<file path="src/hdl/lage_ram.sv">
// Generic simple dual-port RAM: one write port, one read port with registered data.
module lage_ram #(
    parameter int WIDTH = 64,
    parameter int DEPTH = 64
) (
    input  logic                     clk,
    input  logic                     we,
    input  logic [$clog2(DEPTH)-1:0] waddr,
    input  logic [WIDTH-1:0]         wdata,
    input  logic [$clog2(DEPTH)-1:0] raddr,
    output logic [WIDTH-1:0]         rdata
);

    logic [WIDTH-1:0] mem [DEPTH];
    logic [WIDTH-1:0] rdata_reg;

    always_ff @(posedge clk) begin
        if (we) begin
            mem[waddr] <= wdata;
        end
        rdata_reg <= mem[raddr];
    end

    assign rdata = rdata_reg;

endmodule

</file>
<file path="config.mk">
export PLATFORM = sky130hd
export DESIGN_NAME = lage_ram
export DESIGN_NICKNAME = d
export VERILOG_FILES = /design/src/hdl/lage_ram.sv
export SDC_FILE = /design/constraint.sdc
export NUM_CORES = 2
export LEC_CHECK = 0
export BUFFER_PORTS_ARGS = -buffer_cell sky130_fd_sc_hd__buf_4
export CAP_MARGIN = 20
export CORE_MARGIN = 8
export CORE_UTILIZATION = 37
export DETAILED_ROUTE_END_ITERATION = 10
export HOLD_SLACK_MARGIN = 0.12
export PLACE_DENSITY = 0.51
export SLEW_MARGIN = 20
export SYNTH_ARGS = -nofsm -noshare
export SYNTH_HDL_FRONTEND = slang
export SYNTH_SLANG_ARGS = --single-unit
</file>
<file path="constraint.sdc">
create_clock -name clk -period 14.7 [get_ports clk]
set_clock_uncertainty 0.05 [all_clocks]
set_input_delay 0.735 -clock clk [delete_from_list [all_inputs] [get_ports clk]]
set_output_delay 0.735 -clock clk [all_outputs]
set_load 0.02 [all_outputs]
</file>
# Word-level counts from Yosys, hierarchy flattened
# Memories as Yosys holds them, arrays and structs flattened. A register that Yosys moved wholly into a read port is not among the register bits.
# Cells that the tools add are included.
[op_classes]
n_mux = 2
[op_table]
columns = ["operator", "n"]
rows = [
  ["two-way mux 1 bit", 2],
]
[word_totals]
ramBits = 4096
register_bits = 0
mem_count = 1
[memory_table]
columns = ["name", "depth", "width", "rd", "rd_clocked_by_memory_dff", "write_ports", "line_no", "source"]
rows = [
  ["mem", 64, 64, 1, 1, 1, "14", "logic [WIDTH-1:0] mem [DEPTH];"],
]

# Logic depth before layout (Yosys ltp)
[depth]
depth_word = 2
ltp_mapped = 9

# Least setup slack after synthesis
# Ideal clock, no wire load.
[synth_path]
kind = "input to register"
startpoint = "in waddr[3]"
endpoint = "mem mem[48][0] (enable)"
arrival_time_ps = 5607
path_stages = 4
slack_ps = 8479
required_ps = 14086
cell_sequence = "clkbuf_1 > nor2b_1 > nand4b_1 > nor3_1"
[synth_lines]
columns = ["item", "line_no", "source"]
rows = [
  ["start: declaration", "8", "input logic [$clog2(DEPTH)-1:0] waddr,"],
  ["end: declaration", "14", ""],
]
# Straight into the memory's write port.

==> qor.txt <==
R2R Path End = rdata[52]$_DFF_P_
asr flop ratio synth = 0
register-to-register setup slack = 12.36 ns
leakage = 55.3 nW
Routability Congestion = 0.744
Tcrit/Tclk final = 0.293
hold path startpoint = wdata[0]
CTS HTree Levels = 5
die area = 0.444 sq mm
crit path time final = 4.30 ns
WHS Path Cells = 1
vias in the first global route = 77200
worst vdd ir = 0.103 mV
die height = 666 um
RSZ-0062 raised after global routing = false
Slew @ Worst Pin = 1.22 ns
worst setup margin = 10.40 ns
worst-path fanout max = 80
Top FF cell, synth = edfxtp_1
Yosys reg bits = 4160
nets = 7085
Yosys top cell area share = 0.787
Starting Density = 0.372
Starting DRT DRC Count = 8716
slowest cell delay on critical path = 0.86 ns
initial antenna violation count = 25
P&R area growth vs syn = 14.7%
final setup violating endpoints = 0
number of enable flip-flop cells after synthesis = 4096
WP data required = 15.48 ns
max-cap check violation count = 0
synthesized area = 0.156 sq mm
area of the core = 0.420 sq mm
Hold EP = mem[59][0]$_DFFE_PP_
num rows = 238
syn_nets = 6676
largest cells by area after synthesis = edfxtp_1 79%, mux4_2 15%, mux2i_1 0.86%
hold_buf cts = 0
CTS max path bufs = 4
r2r worst-path depth = 6
Worst Hold Class = input pin to flop
first-pass GRT wire length = 649000 um
CP cell instances = buf_8, buf_4, buf_4, buf_4, mux4_2, o221ai_1, o22ai_1, and3_1
Max Slew Vio Count = 0
Final Hold Viols = 0
TritonCTS buffer count = 430
Root Driver = clkbuf_16
r2r startpoint = mem[63][52]$_DFFE_PP_
worst skew pair latency = 0.98 ns
synth unique cells = 33
grt ovf = 0
Worst path slowest cell = buf_4
ANT nets after route = 0
Min Hold Slack = 0.219 ns
register area = 0.124 sq mm
via count = 75000
status = complete, no violations
DIE WIDTH = 666 um
critical path depth in cells = 8
Detail Placement HPWL = 248000 um
TNS Setup = 0 ns
max reg flops = 4096
PortBufs = 141
CP startpoint kind = input pin
Via density = 5.76
most used cell, CP = buf_4
GRT Total Usage = 0.208
PwrDens = 141 mW/mm^2
Largest delay share family, worst path = buffers and inverters
clock-pin slew on the worst setup and hold paths = 0.06 ns
WP buf/inv = 4
crit path kind = input pin to flop
share of layout cells above drive strength 1 = 0.285
FMAX = 233 MHz
Post-Place Worst Slack = 9.25 ns
Post CTS Setup Buffer Count = 0
Mapped Avg Cell Area = 23.7 sq um
Synth area leader = edfxtp_1
CTS tree = done
drt total wl = 471000 um
IO Pins = 142
Pwr Total = 25.3 mW
synthesis warning total = 0
drt pass-1 iters = 5
multi-input logic area = 0.0308 sq mm
CP arrival = 5.08 ns
crit end category = flop
Max-slew headroom = 0.186
fill count = 36100
wire per inst = 36.2 um
# DRC = 0
largest net degree at the start of global routing = 107
register area share after synthesis = 0.795
final core occ = 0.427
Clock Sink Count = 4160
Gate Count Post-Synth = 6598
CTS resizes = 0
[stage by stage]
step,area (sq um),std cells
6_report,179000,13000
4_1_cts,179000,13000
3_5_place_dp,165000,12200
3_3_place_gp,165000,12200
2_1_floorplan,156000,6598
5_1_grt,179000,13000
[Yosys cell counts, types with 3 or more instances]
library cell  instances
a2bb2oi_1            19
dfxtp_1              64
nand2_1              58
a22o_1               88
or2_2                28
nand2b_1             11
a22oi_1             168
a31oi_1              18
buf_1                20
edfxtp_1           4096
buf_6                 6
inv_1                19
nor2_1              112
o221ai_1             38
a211oi_1             63
and2_1                3
or3_1                29
clkbuf_1            140
buf_2               170
nor2b_1              28
mux4_2             1024
mux2i_1             135
and3_1               64
nand3_1              45
buf_4                34
o22ai_1              83
a41oi_1              26
[final cells by class]
type / count / area share
tap: 5640 / 0.0393
clock buffer: 549 / 0.0641
antenna: 15 / 0.000209
timing repair buffer: 347 / 0.0168
sequential: 4160 / 0.693
inverter: 19 / 0.000398
multi-input combinational: 2049 / 0.172
clock inverter: 246 / 0.0146
[how the worst max path moves through the flow]
stage	from	end	slack, ns
5_1_grt	raddr[0]	rdata[27]$_DFF_P_	10.00
3_5_place_dp	raddr[0]	rdata[27]$_DFF_P_	9.25
2_1_floorplan	waddr[3]	mem[48][0]$_DFFE_PP_	8.48
4_1_cts	raddr[0]	rdata[27]$_DFF_P_	10.30
3_3_place_gp	raddr[0]	rdata[27]$_DFF_P_	9.19
6_report	raddr[1]	rdata[30]$_DFF_P_	10.40
[routing by layer]
metal | up-vias | global-route usage | part of all wire
met5 | - | 0 | 0.00011
met4 | 8 | 0.0499 | 0.024
met3 | 587 | 0.0274 | 0.057
met2 | 2661 | 0.351 | 0.50
met1 | 42300 | 0.289 | 0.42
li1 | 29400 | - | -
[placed cells by master, fill, tap and decap left out, types with 38 or more instances in the layout]
| cell type | count |
|---|---|
| a211oi_1 | 59 |
| a22o_1 | 88 |
| a22oi_1 | 168 |
| and3_1 | 64 |
| buf_4 | 312 |
| bufinv_16 | 48 |
| clkbuf_1 | 97 |
| clkbuf_16 | 437 |
| clkinv_1 | 84 |
| clkinv_2 | 79 |
| dfxtp_1 | 64 |
| edfxtp_1 | 4096 |
| mux2i_1 | 135 |
| mux4_2 | 1024 |
| nand2_1 | 54 |
| nand3_1 | 45 |
| nor2_1 | 47 |
| nor2_4 | 65 |
| o221ai_1 | 38 |
| o22ai_1 | 83 |
[cell families (layout without fill, tap and decap cells)]
family          after synthesis  after routing  synth area share
compound gates              504            504            0.0248
buf+inv                     389           1161            0.0118
flops                      4160           4160             0.795
mux                        1159           1159             0.156
other cells                   0             15                 0
simple gates                386            386            0.0124
[power breakdown]
| group | leakage (nW) | internal [mW] | switching [mW] | total, mW |
|---|---|---|---|---|
| Clock | 6.89 | 6.37 | 4.60 | 11.0 |
| Sequential | 37.4 | 13.1 | 0.0667 | 13.2 |
| Combinational | 11.1 | 0.425 | 0.743 | 1.17 |
Power figures use the tool's default switching activity.
